`src/ufv_pkg.sv`:
```
`timescale 1ns / 1ps
`default_nettype none

package ufv_pkg;

	localparam int unsigned BYTE_W     = 8;
	localparam int unsigned CRC_W      = 16;
	localparam int unsigned LEN_W      = 16;
	localparam int unsigned FLEN_W     = 17;
	localparam int unsigned ROLE_W     = 4;
	localparam int unsigned CFG_IDX_W  = 8;
	localparam int unsigned CFG_DATA_W = 16;

	localparam logic [CRC_W-1:0] CRC_POLY = 16'h8408;
	localparam logic [CRC_W-1:0] CRC_INIT = 16'hFFFF;
	localparam logic [CRC_W-1:0] CRC_XOR  = 16'hFFFF;

	// Fixed frame bytes: two start, version, type, srctype, srclen, cmd,
	// two length bytes and two CRC bytes.
	localparam logic [FLEN_W-1:0] FIXED_BYTES = 17'd11;

	localparam logic [CFG_IDX_W-1:0] REG_START_ONE   = 8'd0;
	localparam logic [CFG_IDX_W-1:0] REG_START_TWO   = 8'd1;
	localparam logic [CFG_IDX_W-1:0] REG_MAX_SRC_LEN = 8'd2;
	localparam logic [CFG_IDX_W-1:0] REG_MAX_PAY_LEN = 8'd3;

	localparam logic [BYTE_W-1:0] RST_START_ONE   = 8'hAA;
	localparam logic [BYTE_W-1:0] RST_START_TWO   = 8'h55;
	localparam logic [BYTE_W-1:0] RST_MAX_SRC_LEN = 8'd32;
	localparam logic [LEN_W-1:0]  RST_MAX_PAY_LEN = 16'd1024;

	localparam logic [ROLE_W-1:0] ROLE_CRC = 4'd11;

	typedef enum logic [3:0] {
		PH_SOF1    = 4'd0,
		PH_SOF2    = 4'd1,
		PH_VER     = 4'd2,
		PH_TYPE    = 4'd3,
		PH_SRCTYPE = 4'd4,
		PH_SRCLEN  = 4'd5,
		PH_ADDR    = 4'd6,
		PH_CMD     = 4'd7,
		PH_LENH    = 4'd8,
		PH_LENL    = 4'd9,
		PH_PAYLOAD = 4'd10,
		PH_CRCH    = 4'd11,
		PH_CRCL    = 4'd12
	} phase_t;

	typedef enum logic [1:0] {
		ST_MORE     = 2'd0,
		ST_BAD      = 2'd1,
		ST_COMPLETE = 2'd2
	} status_t;

	typedef struct packed {
		logic [BYTE_W-1:0] start_one;
		logic [BYTE_W-1:0] start_two;
		logic [BYTE_W-1:0] max_src_len;
		logic [LEN_W-1:0]  max_pay_len;
	} cfg_t;

	typedef struct packed {
		status_t            status;
		logic [ROLE_W-1:0]  role;
		logic [FLEN_W-1:0]  flen;
		logic [BYTE_W-1:0]  cmd;
	} res_t;

	// Reflected CRC-16 update, one byte.
	function automatic logic [CRC_W-1:0] crc_feed(input logic [CRC_W-1:0] crc,
			input logic [BYTE_W-1:0] b);
		logic [CRC_W-1:0] c;
		c = crc ^ {8'h00, b};
		for (int k = 0; k < 8; k++) begin
			c = c[0] ? ((c >> 1) ^ CRC_POLY) : (c >> 1);
		end
		return c;
	endfunction

endpackage

`default_nettype wire

```
`src/ufv_cfg_regs.sv`:
```
`timescale 1ns / 1ps
`default_nettype none

module ufv_cfg_regs (
	input  wire logic                            clk,
	input  wire logic                            arst_n,
	input  wire logic                            cfg_we,
	input  wire logic [ufv_pkg::CFG_IDX_W-1:0]   cfg_index,
	input  wire logic [ufv_pkg::CFG_DATA_W-1:0]  cfg_data,
	output ufv_pkg::cfg_t                        cfg
);
	import ufv_pkg::*;

	cfg_t cfg_q;

	// Writes to an index past the last register are dropped.
	always_ff @(posedge clk or negedge arst_n) begin
		if (!arst_n) begin
			cfg_q.start_one   <= RST_START_ONE;
			cfg_q.start_two   <= RST_START_TWO;
			cfg_q.max_src_len <= RST_MAX_SRC_LEN;
			cfg_q.max_pay_len <= RST_MAX_PAY_LEN;
		end else if (cfg_we) begin
			case (cfg_index)
				REG_START_ONE:   cfg_q.start_one   <= cfg_data[BYTE_W-1:0];
				REG_START_TWO:   cfg_q.start_two   <= cfg_data[BYTE_W-1:0];
				REG_MAX_SRC_LEN: cfg_q.max_src_len <= cfg_data[BYTE_W-1:0];
				REG_MAX_PAY_LEN: cfg_q.max_pay_len <= cfg_data[LEN_W-1:0];
				default: begin
				end
			endcase
		end
	end

	assign cfg = cfg_q;

endmodule

`default_nettype wire

```
`src/ufv_parser.sv`:
```
`timescale 1ns / 1ps
`default_nettype none

module ufv_parser (
	input  wire logic                        clk,
	input  wire logic                        arst_n,
	input  wire logic                        step_en,
	input  wire logic [ufv_pkg::BYTE_W-1:0]  rx_byte,
	input  ufv_pkg::cfg_t                    cfg,
	output ufv_pkg::res_t                    res
);
	import ufv_pkg::*;

	phase_t             phase_q, phase_d;
	logic [LEN_W-1:0]   pos_q, pos_d;
	logic [CRC_W-1:0]   crc_q, crc_d;
	logic [BYTE_W-1:0]  src_len_q, src_len_d;
	logic [LEN_W-1:0]   pay_len_q, pay_len_d;
	logic [BYTE_W-1:0]  cmd_q, cmd_d;
	logic [BYTE_W-1:0]  crc_hi_q, crc_hi_d;

	logic [CRC_W-1:0]   crc_fed;
	logic [LEN_W-1:0]   pos_inc;
	logic [LEN_W-1:0]   pay_len_full;
	logic [CRC_W-1:0]   crc_rx;
	status_t            status;

	assign crc_fed      = crc_feed(crc_q, rx_byte);
	assign pos_inc      = pos_q + 16'd1;
	assign pay_len_full = {pay_len_q[LEN_W-1:BYTE_W], rx_byte};
	assign crc_rx       = {crc_hi_q, rx_byte};

	// Outputs: verdict and result fields for the byte at hand.
	always_comb begin
		status   = ST_MORE;
		res.role = (phase_q > PH_CRCH) ? ROLE_CRC : ROLE_W'(phase_q);
		res.flen = '0;
		res.cmd  = '0;
		case (phase_q)
			PH_SOF1: begin
				if (rx_byte != cfg.start_one) status = ST_BAD;
			end
			PH_SOF2: begin
				if (rx_byte != cfg.start_two) status = ST_BAD;
			end
			PH_SRCLEN: begin
				if (rx_byte > cfg.max_src_len) status = ST_BAD;
			end
			PH_LENL: begin
				if (pay_len_full > cfg.max_pay_len) status = ST_BAD;
			end
			PH_CRCL: begin
				if (crc_rx == (crc_q ^ CRC_XOR)) begin
					status   = ST_COMPLETE;
					res.flen = FIXED_BYTES + FLEN_W'(src_len_q) + FLEN_W'(pay_len_q);
					res.cmd  = cmd_q;
				end else begin
					status = ST_BAD;
				end
			end
			PH_VER, PH_TYPE, PH_SRCTYPE, PH_ADDR, PH_CMD, PH_LENH, PH_PAYLOAD,
			PH_CRCH: begin
			end
			default: status = ST_BAD;
		endcase
		res.status = status;
	end

	// Next state.
	always_comb begin
		phase_d   = phase_q;
		pos_d     = pos_q;
		crc_d     = crc_q;
		src_len_d = src_len_q;
		pay_len_d = pay_len_q;
		cmd_d     = cmd_q;
		crc_hi_d  = crc_hi_q;
		if (phase_q >= PH_VER && phase_q <= PH_PAYLOAD) crc_d = crc_fed;
		case (phase_q)
			PH_SOF1:    phase_d = PH_SOF2;
			PH_SOF2:    phase_d = PH_VER;
			PH_VER:     phase_d = PH_TYPE;
			PH_TYPE:    phase_d = PH_SRCTYPE;
			PH_SRCTYPE: phase_d = PH_SRCLEN;
			PH_SRCLEN: begin
				src_len_d = rx_byte;
				pos_d     = '0;
				phase_d   = (rx_byte == '0) ? PH_CMD : PH_ADDR;
			end
			PH_ADDR: begin
				pos_d = pos_inc;
				if (pos_inc >= LEN_W'(src_len_q)) phase_d = PH_CMD;
			end
			PH_CMD: begin
				cmd_d   = rx_byte;
				phase_d = PH_LENH;
			end
			PH_LENH: begin
				pay_len_d = {rx_byte, 8'h00};
				phase_d   = PH_LENL;
			end
			PH_LENL: begin
				pay_len_d = pay_len_full;
				pos_d     = '0;
				phase_d   = (pay_len_full == '0) ? PH_CRCH : PH_PAYLOAD;
			end
			PH_PAYLOAD: begin
				pos_d = pos_inc;
				if (pos_inc >= pay_len_q) phase_d = PH_CRCH;
			end
			PH_CRCH: begin
				crc_hi_d = rx_byte;
				phase_d  = PH_CRCL;
			end
			default: phase_d = PH_SOF1;
		endcase
		// Drop back to the hunt after any verdict.
		if (status != ST_MORE) begin
			phase_d   = PH_SOF1;
			pos_d     = '0;
			crc_d     = CRC_INIT;
			src_len_d = '0;
			pay_len_d = '0;
			cmd_d     = '0;
			crc_hi_d  = '0;
		end
	end

	always_ff @(posedge clk or negedge arst_n) begin
		if (!arst_n) begin
			phase_q   <= PH_SOF1;
			pos_q     <= '0;
			crc_q     <= CRC_INIT;
			src_len_q <= '0;
			pay_len_q <= '0;
			cmd_q     <= '0;
			crc_hi_q  <= '0;
		end else if (step_en) begin
			phase_q   <= phase_d;
			pos_q     <= pos_d;
			crc_q     <= crc_d;
			src_len_q <= src_len_d;
			pay_len_q <= pay_len_d;
			cmd_q     <= cmd_d;
			crc_hi_q  <= crc_hi_d;
		end
	end

	a_hunt_crc_init: assert property (@(posedge clk) disable iff (!arst_n)
		phase_q == PH_SOF1 |-> crc_q == CRC_INIT && pos_q == '0)
		else $error("CRC or position not cleared while hunting");

endmodule

`default_nettype wire

```
`src/uart_frame_validator_crc16_core.sv`:
```
`timescale 1ns / 1ps
`default_nettype none

// Byte-stream frame validator with CRC-16/X.25 check. Each byte taken on the
// input channel yields exactly one result request: status need-more, bad or
// complete, the role of that byte in the frame, and on complete the total
// frame length and command byte (both zero otherwise). The frame is two
// start bytes, version, type, source type, source length, source address,
// command, big-endian payload length, payload and big-endian CRC; the CRC
// covers version through the last payload byte. On a bad start byte, an
// oversized source or payload length, or a CRC mismatch the block reports
// bad and returns to hunting for the first start byte; the offending byte
// is consumed. Throughput is one byte per clock while the result channel
// does not stall: the parser does a full byte-wide CRC update and the frame
// step combinationally between the input register and the result register.
// Configuration registers (start bytes, length limits) are written through
// the plain write port; the user must write them only while no request is
// in flight, as the block itself does not enforce this. Writes to an index
// above the last register are ignored.
module uart_frame_validator_crc16_core (
	input  wire logic                            clk,
	input  wire logic                            arst_n,
	// configuration write port
	input  wire logic                            cfg_we,
	input  wire logic [ufv_pkg::CFG_IDX_W-1:0]   cfg_index,
	input  wire logic [ufv_pkg::CFG_DATA_W-1:0]  cfg_data,
	// byte input channel
	input  wire logic                            in_valid,
	output logic                                 in_stall,
	input  wire logic [ufv_pkg::BYTE_W-1:0]      rx_byte,
	// result channel
	output logic                                 out_valid,
	input  wire logic                            out_stall,
	output logic [1:0]                           status,
	output logic [ufv_pkg::ROLE_W-1:0]           byte_role,
	output logic [ufv_pkg::FLEN_W-1:0]           frame_length,
	output logic [ufv_pkg::BYTE_W-1:0]           command
);
	import ufv_pkg::*;

	cfg_t               cfg;
	res_t               res;

	logic               valid_s1;
	logic [BYTE_W-1:0]  byte_s1;
	logic               valid_s2;
	res_t               res_s2;

	logic               in_fire;
	logic               advance;

	// Advance the input register into the result register whenever the
	// result slot is empty or being drained this cycle.
	assign advance  = valid_s1 && (!valid_s2 || !out_stall);
	assign in_stall = valid_s1 && !advance;
	assign in_fire  = in_valid && !in_stall;

	ufv_cfg_regs u_cfg (
		.clk       (clk),
		.arst_n    (arst_n),
		.cfg_we    (cfg_we),
		.cfg_index (cfg_index),
		.cfg_data  (cfg_data),
		.cfg       (cfg)
	);

	// Frame tracker: steps its state only when a byte moves to the result.
	ufv_parser u_parser (
		.clk     (clk),
		.arst_n  (arst_n),
		.step_en (advance),
		.rx_byte (byte_s1),
		.cfg     (cfg),
		.res     (res)
	);

	// Input register: hold while stalled, load on accept.
	always_ff @(posedge clk or negedge arst_n) begin
		if (!arst_n) begin
			valid_s1 <= 1'b0;
		end else begin
			valid_s1 <= in_fire || (valid_s1 && !advance);
		end
	end

	always_ff @(posedge clk) begin
		if (in_fire) byte_s1 <= rx_byte;
	end

	// Result register: hold while the consumer stalls.
	always_ff @(posedge clk or negedge arst_n) begin
		if (!arst_n) begin
			valid_s2 <= 1'b0;
		end else begin
			valid_s2 <= advance || (valid_s2 && out_stall);
		end
	end

	always_ff @(posedge clk) begin
		if (advance) res_s2 <= res;
	end

	assign out_valid    = valid_s2;
	assign status       = res_s2.status;
	assign byte_role    = res_s2.role;
	assign frame_length = res_s2.flen;
	assign command      = res_s2.cmd;

	a_fields_zero: assert property (@(posedge clk) disable iff (!arst_n)
		valid_s2 && res_s2.status != ST_COMPLETE |-> res_s2.flen == '0 && res_s2.cmd == '0)
		else $error("length or command set without a complete frame");

	a_complete_on_crc: assert property (@(posedge clk) disable iff (!arst_n)
		valid_s2 && res_s2.status == ST_COMPLETE |-> res_s2.role == ROLE_CRC)
		else $error("frame completed on a byte that is not a CRC byte");

	a_no_overwrite: assert property (@(posedge clk) disable iff (!arst_n)
		valid_s2 && out_stall |-> !advance)
		else $error("result register advanced over a stalled result");

	a_in_held: assert property (@(posedge clk) disable iff (!arst_n)
		in_stall |-> valid_s1 && valid_s2 && out_stall)
		else $error("input stalled without downstream back-pressure");

endmodule

`default_nettype wire

```
`config.mk`:
```
export PLATFORM = sky130hd
export DESIGN_NAME = uart_frame_validator_crc16_core
export DESIGN_NICKNAME = d
export VERILOG_FILES = /design/src/ufv_pkg.sv /design/src/ufv_cfg_regs.sv /design/src/ufv_parser.sv /design/src/uart_frame_validator_crc16_core.sv
export SDC_FILE = /design/constraint.sdc
export NUM_CORES = 1
export LEC_CHECK = 0
export ABC_AREA = 1
export BUFFER_PORTS_ARGS = -buffer_cell sky130_fd_sc_hd__buf_2
export CELL_PAD_IN_SITES_DETAIL_PLACEMENT = 1
export CELL_PAD_IN_SITES_GLOBAL_PLACEMENT = 2
export CORE_MARGIN = 4
export CORE_UTILIZATION = 39
export DETAILED_ROUTE_END_ITERATION = 8
export MAX_ROUTING_LAYER = met4
export PLACE_DENSITY = 0.95
export SLEW_MARGIN = 20
export SYNTH_ARGS = -nofsm -noshare
export SYNTH_HDL_FRONTEND = slang
export SYNTH_HIERARCHICAL = 1
export SYNTH_SLANG_ARGS = --single-unit
```
`constraint.sdc`:
```
create_clock -name clk -period 7.8 [get_ports clk]
set_input_delay 0.78 -clock clk [delete_from_list [all_inputs] [get_ports clk]]
set_output_delay 0.78 -clock clk [all_outputs]
set_load 0.005 [all_outputs]
```
### Word-level counts from Yosys, hierarchy flattened

Cells that the tools add are included.

* word-level logic and storage cells: 132
* output and inout port bits: 33
* register bits: 157

* magnitude comparators: 7
* reduce and logical (&&, ||, !) cells: 40
* muxes and demuxes: 32
* add/subtract/negate cells: 3
* equality and inequality tests: 21
* bitwise gates (word level): 10

Operators with widths (number)
* 2-to-1 mux 16 bit: 12
* one-hot mux 16 bit (2 select lines): 2
* 2-to-1 mux 8 bit: 6
* one-hot mux 4 bit (12 select lines): 1
* NOT 2 -> 3 bit: 8
* AND reduction 2 bit: 11
* equality test 4 bit (second input constant): 5
* adder 17 x 16 -> 17 bit: 1
* adder 16 x 1 -> 16 bit (second input constant): 1
* equality test 16 bit: 1
* equality test 4 x 3 -> 1 bit (second input constant): 4
* equality test 8 x 2 -> 1 bit (second input constant): 2
* greater-or-equal comparator 16 bit: 1
* greater-or-equal comparator 16 x 8 -> 1 bit: 1
* > comparator 16 bit: 1
* logical NOT 16 bit: 1
* logical NOT 8 bit: 2
* != test 8 bit: 2
* NOT 16 bit: 1
* bitwise XOR 16 x 8 -> 16 bit: 1
* 2-to-1 mux 4 bit: 3
* one-hot mux 2 bit (6 select lines): 1
* nonzero test 2 bit: 6
* adder 4 x 8 -> 9 bit (first input constant): 1
* other kinds (19): 38

### Depth between registers and ports, before layout

* depth in word-level cells: 19
* gate-level depth with buffers: 19
* depth with buffers taken out: 19

### By module

The synthesis kept the hierarchy.

Modules (own cells, without submodules)
* ufv_parser: instances 1, cells each 1075, sequential area each 1921.8 um^2, area each 7009.2 um^2
* ufv_cfg_regs: instances 1, cells each 190, sequential area each 1013.5 um^2, area each 1722.9 um^2
* uart_frame_validator_crc16_core: instances 1, cells each 51, sequential area each 1221.2 um^2, area each 1266.2 um^2

### Worst setup path before layout

OpenSTA, ideal clock, no wires.

* path type: in2reg
* start: input port out_stall
* end: register u_parser.pos_q[10]
* path slack: 3.972 ns
* path buffers: 2
* data arrival time: 3.763 ns
* cell stages on the path: 8
* cells stage by stage: a21oi_1 clkbuf_1 inv_1 or4_1 inv_2 clkbuf_1 nand2_1 nand2_1

* longest elaborated chain between the ends: 4

RTL lines
* start, declared: line uart_frame_validator_crc16_core.sv:33 `input wire logic out_stall,`
* logical NOT 1 bit: line uart_frame_validator_crc16_core.sv:54 `assign advance = valid_s1 && (!valid_s2 || !out_stall);`
* logical OR 1 bit: line uart_frame_validator_crc16_core.sv:54
* logical AND 1 bit: line uart_frame_validator_crc16_core.sv:54
* AND reduction 2 bit (no source line)
* end signal, assigned: line ufv_parser.sv:140 `pos_q <= pos_d;`
* end, declared: line ufv_parser.sv:15 `logic [LEN_W-1:0] pos_q, pos_d;`

Every way passes these cells.
A chain may end at the register's enable or synchronous reset.

### Worst setup path after layout

* start: register u_parser.phase_q[3]
* end: register u_parser.pay_len_q[10]

* longest elaborated chain between the ends: 6
* elaborated cells on any way between the ends: 20
* classes of those cells: eq/ne: 13; mux: 2; reduce/logical: 5

RTL lines
* start, declared: line ufv_parser.sv:14 `phase_t phase_q, phase_d;`
* start signal, assigned: line ufv_parser.sv:139 `phase_q <= phase_d;`
* equality test 4 x 2 -> 1 bit (tied with other cells): line ufv_parser.sv:39 `case (phase_q)`
* OR reduction 8 bit: line ufv_parser.sv:39
* one-hot mux 2 bit (6 select lines): line ufv_parser.sv:39
* nonzero test 2 bit: line ufv_parser.sv:118 `if (status != ST_MORE) begin`
* != test 2 x 1 -> 1 bit (no source line) / nonzero test 2 bit (equally long branches)
* AND reduction 3 bit (no source line)
* end signal, assigned: line ufv_parser.sv:143 `pay_len_q <= pay_len_d;`
* end, declared: line ufv_parser.sv:18 `logic [LEN_W-1:0] pay_len_q, pay_len_d;`

Parallel ways exist; a longest one is shown, timed or not.

==> flow_results.xml <==
<?xml version="1.0" encoding="UTF-8"?>
<metrics>
  <group name="power">
    <metric name="p_per_area" unit="nW/um^2">178.6</metric>
    <metric name="static_leak" unit="uW">0.005635</metric>
    <metric name="vdd_ir_drop_max" unit="mV">0.08315</metric>
  </group>
  <group name="floorplan">
    <metric name="die_w" unit="um">168.1</metric>
    <metric name="chipHeight" unit="um">168.1</metric>
    <metric name="initial_core_util" unit="">0.3970</metric>
    <metric name="die_area" unit="sq um">28260</metric>
    <metric name="io_pins" unit="">70</metric>
    <metric name="rows" unit="">58</metric>
    <metric name="core-area" unit="sq um">25180</metric>
  </group>
  <group name="route">
    <metric name="postRouteAntennaNets" unit="">0</metric>
    <metric name="initialDrtViolationCount" unit="">471</metric>
    <metric name="routedWlPerCell" unit="um">17.37</metric>
    <metric name="drtPass1Iterations" unit="">5</metric>
    <metric name="detail_route.wirelength" unit="um">29830</metric>
    <metric name="dr_total_vias" unit="">8873</metric>
    <metric name="post-route-drc-count" unit="">0</metric>
    <metric name="via_per_inst" unit="">5.168</metric>
  </group>
  <group name="placement">
    <metric name="numPortBuffers" unit="">69</metric>
    <metric name="gp_routability_congestion" unit="">0.8676</metric>
    <metric name="dpl.hpwl" unit="um">22280</metric>
    <metric name="placedInstanceArea" unit="sq um">10580</metric>
  </group>
  <group name="global_routing">
    <metric name="overflow" unit="">0</metric>
    <metric name="pin_count_of_the_biggest_net_entering_global_routing" unit="">67</metric>
    <metric name="groute.usage.overall" unit="">0.2215</metric>
    <metric name="grt_pass1_wl" unit="um">49240</metric>
    <metric name="antenna_found_initial" unit="">0</metric>
    <metric name="via_count_of_the_first_global_routing_pass" unit="">9276</metric>
  </group>
  <group name="clock_tree">
    <metric name="h_tree_depth" unit="">4</metric>
    <metric name="cts.clk_slew.worst_paths" unit="ns">0.07</metric>
    <metric name="cts.repair.resized" unit="">0</metric>
    <metric name="ctsLongestPathBuffers" unit="">2</metric>
    <metric name="hold_buffers" unit="">0</metric>
    <metric name="cts_tree" unit="">built</metric>
    <metric name="cts.repair_timing.setup_buffer_count" unit="">0</metric>
    <metric name="clk_latency" unit="ns">0.43</metric>
    <metric name="ctsRootBufferMaster" unit="">sky130_fd_sc_hd__clkbuf_16</metric>
    <metric name="cts_inserted_buffers" unit="">17</metric>
    <metric name="cts_sinks" unit="">157</metric>
  </group>
  <group name="synth">
    <metric name="post_synth_instance_area" unit="sq um">9998</metric>
    <metric name="yosys_register_bits" unit="">157</metric>
    <metric name="syn-instance-count" unit="">1316</metric>
    <metric name="synth_cell_type_count" unit="">48</metric>
    <metric name="postSynthAreaPerCell" unit="sq um">7.598</metric>
    <metric name="synth_sequential_area_ratio" unit="">0.4157</metric>
    <metric name="yosysWarnings" unit="">6</metric>
    <metric name="synth_nets" unit="">1419</metric>
  </group>
  <group name="timing">
    <metric name="fin_crit" unit="ns">3.222</metric>
    <metric name="fin_setup_tns" unit="ns">0</metric>
    <metric name="slew_violations" unit="">0</metric>
    <metric name="finalHoldViolCount" unit="">0</metric>
    <metric name="finClkSkew" unit="ns">0.01450</metric>
    <metric name="finalSetupViolations" unit="">0</metric>
    <metric name="post-route-period-util" unit="">0.4130</metric>
    <metric name="max-slew-margin-rel" unit="">0.3507</metric>
    <metric name="worst_pin_slew" unit="ns">0.9718</metric>
    <metric name="timing.fmax" unit="MHz">310.4</metric>
    <metric name="grt_setup_unrepaired" unit="">no</metric>
  </group>
  <group name="final_layout">
    <metric name="areaGrowthSynthToFinish" unit="%">11.63</metric>
    <metric name="drive_gt1_frac" unit="">0.1262</metric>
    <metric name="diodes" unit="">0</metric>
    <metric name="design_area" unit="sq um">11160</metric>
    <metric name="finish.net_count" unit="">1477</metric>
    <metric name="final_standard_cell_utilization_of_the_core" unit="">0.4432</metric>
  </group>
  <group name="worst_setup_path">
    <metric name="worstPathMaxFanout" unit="">25</metric>
    <metric name="worst_setup_path_start_kind" unit="">flop</metric>
    <metric name="worstPathRequired" unit="ns">8.11</metric>
    <metric name="type_of_the_worst_setup_path" unit="">reg -&gt; reg</metric>
    <metric name="endpoint_kind" unit="">flop</metric>
    <metric name="crit_arrival" unit="ns">3.53</metric>
  </group>
  <group name="min_path">
    <metric name="hold_class" unit="">in -&gt; async</metric>
  </group>
  <group name="flow_run">
    <metric name="maxCapViolations" unit="">0</metric>
  </group>
  <group name="status">
    <metric name="run_status" unit="">finished, final reports clean</metric>
  </group>
</metrics>
## path summary, 6_finish.rpt
kind	start	endpoint	slack [ns]	cells after the start
max	u_parser/phase_q[3]$_DFFE_PN0P_	u_parser/pay_len_q[10]$_DFFE_PN0P_	4.58	13
min	arst_n	u_cfg/cfg[11]$_DFFE_PN0P_	0.41	1
max reg2reg	u_parser/phase_q[3]$_DFFE_PN0P_	u_parser/pay_len_q[10]$_DFFE_PN0P_	4.58	13
min reg2reg	u_cfg/cfg[35]$_DFFE_PN1P_	u_cfg/cfg[35]$_DFFE_PN1P_	0.46	2
max in group asynchronous	arst_n	u_parser/cmd_q[4]$_DFFE_PN0P_	6.02	2
min in group clk	u_cfg/cfg[35]$_DFFE_PN1P_	u_cfg/cfg[35]$_DFFE_PN1P_	0.46	2
## flip-flops by register name, indices dropped and copies added, names as in the netlist
register / flops
status: 2
out_valid: 1
u_parser/pos_q: 16
frame_length: 17
u_parser/pay_len_q: 16
u_parser/cmd_q: 8
u_parser/phase_q: 4
byte_role: 4
valid_s1: 1
byte_s1: 8
command: 8
u_parser/crc_hi_q: 8
u_cfg/cfg: 40
u_parser/crc_q: 16
u_parser/src_len_q: 8
## cells in the final DEF, fill, tap and decap left out, drive strengths merged, types with 2 or more instances in the layout
cell / n
dfrtp: 92
nor2: 119
ha: 65
o211ai: 2
xor2: 18
clkbuf: 17
a31oi: 2
xnor2: 9
nor4: 2
nor3: 10
o21ai: 21
edfxtp: 39
clkinvlp: 2
clkinv: 8
dfstp: 26
nand3: 131
inv: 184
buf: 72
a21oi: 40
nand3b: 3
and2: 2
nand4: 47
nand2: 463
## cell usage after synthesis (all sizes together)
master | number | area share
nor3 | 10 | 0.0050
a22oi | 1 | 0.00075
a31oi | 2 | 0.0013
edfxtp | 39 | 0.12
fa | 1 | 0.0020
o2111ai | 1 | 0.00088
or4 | 1 | 0.00075
nor4 | 2 | 0.0013
nand4 | 47 | 0.033
a21o | 1 | 0.00075
a21boi | 1 | 0.00075
ha | 65 | 0.081
dfstp | 26 | 0.068
nand2 | 463 | 0.18
o211ai | 2 | 0.0015
clkbuf | 7 | 0.0026
o21bai | 1 | 0.00075
o21ai | 21 | 0.011
nand3b | 3 | 0.0023
buf | 26 | 0.019
or2 | 1 | 0.00063
xnor2 | 9 | 0.0079
a211oi | 1 | 0.00075
and2 | 2 | 0.0013
nand3 | 131 | 0.071
a21oi | 40 | 0.020
o31ai | 1 | 0.00075
o21a | 1 | 0.00075
clkinv | 2 | 0.00075
o22ai | 1 | 0.00063
dfrtp | 92 | 0.23
nor2 | 119 | 0.056
inv | 178 | 0.067
xor2 | 18 | 0.016
## per-stage QoR
step / setup WS, ns / total power [uW] / instances / hold slack (ns)
2_1_floorplan: 3.972 / 1087 / 1316 / 0.4332
3_3_place_gp: 4.325 / 1165 / 1685 / 0.4508
3_5_place_dp: 4.186 / 1174 / 1685 / 0.4525
4_1_cts: 4.606 / 2019 / 1717 / 0.4239
5_1_grt: 4.303 / 2094 / 1717 / 0.4502
6_report: 4.578 / 1994 / 1717 / 0.4077
## critical path: stages (launching register included)
cell                       delay [ns]
sky130_fd_sc_hd__dfrtp_1         0.61
sky130_fd_sc_hd__inv_1           0.14
sky130_fd_sc_hd__nor2_2          0.22
sky130_fd_sc_hd__inv_1           0.11
sky130_fd_sc_hd__nor2_1          0.52
sky130_fd_sc_hd__inv_1           0.23
sky130_fd_sc_hd__a21oi_1         0.17
sky130_fd_sc_hd__nand2_1         0.08
sky130_fd_sc_hd__inv_1           0.14
sky130_fd_sc_hd__nor2_8          0.13
sky130_fd_sc_hd__nand3_4         0.24
sky130_fd_sc_hd__clkinv_1        0.29
sky130_fd_sc_hd__nand4_1         0.15
sky130_fd_sc_hd__nand2_1         0.07
## cell type report
type,count,area [sq um]
Fill cell,3183,14020
Multi-Input combinational cell,946,4959
Sequential cell,157,4156
Inverter,180,678.2
Clock buffer,17,425.4
Tap cell,330,412.9
Timing Repair Buffer,72,370.4
Clock inverter,15,158.9
## routing by layer
layer,vias to the layer above,share of wire,global-route usage
met5,-,0,-
met3,30,0.029,0.02606
li1,4336,-,-
met2,144,0.51,0.3768
met4,0,0.016,0.05893
met1,4363,0.45,0.2817
## power breakdown
part	switching [uW]	total, uW	internal (uW)
combinational	159	238	78.7
clock	384	836	452
sequential	27.8	920	892
total	571	1990	1420
## kinds of logic (layout without fill, tap and decap cells)
| logic type | after synthesis | after routing | share of synthesized area |
|---|---|---|---|
| flip-flops | 157 | 157 | 0.4157 |
| XOR/XNOR | 27 | 27 | 0.02365 |
| adder cells (fa/ha/maj) | 66 | 66 | 0.08334 |
| AO/OA/AOI/OAI | 74 | 74 | 0.04005 |
| AND/OR/NAND/NOR | 779 | 779 | 0.3478 |
| buffers and inverters | 213 | 284 | 0.08948 |
Power figures use the tool's default switching activity.
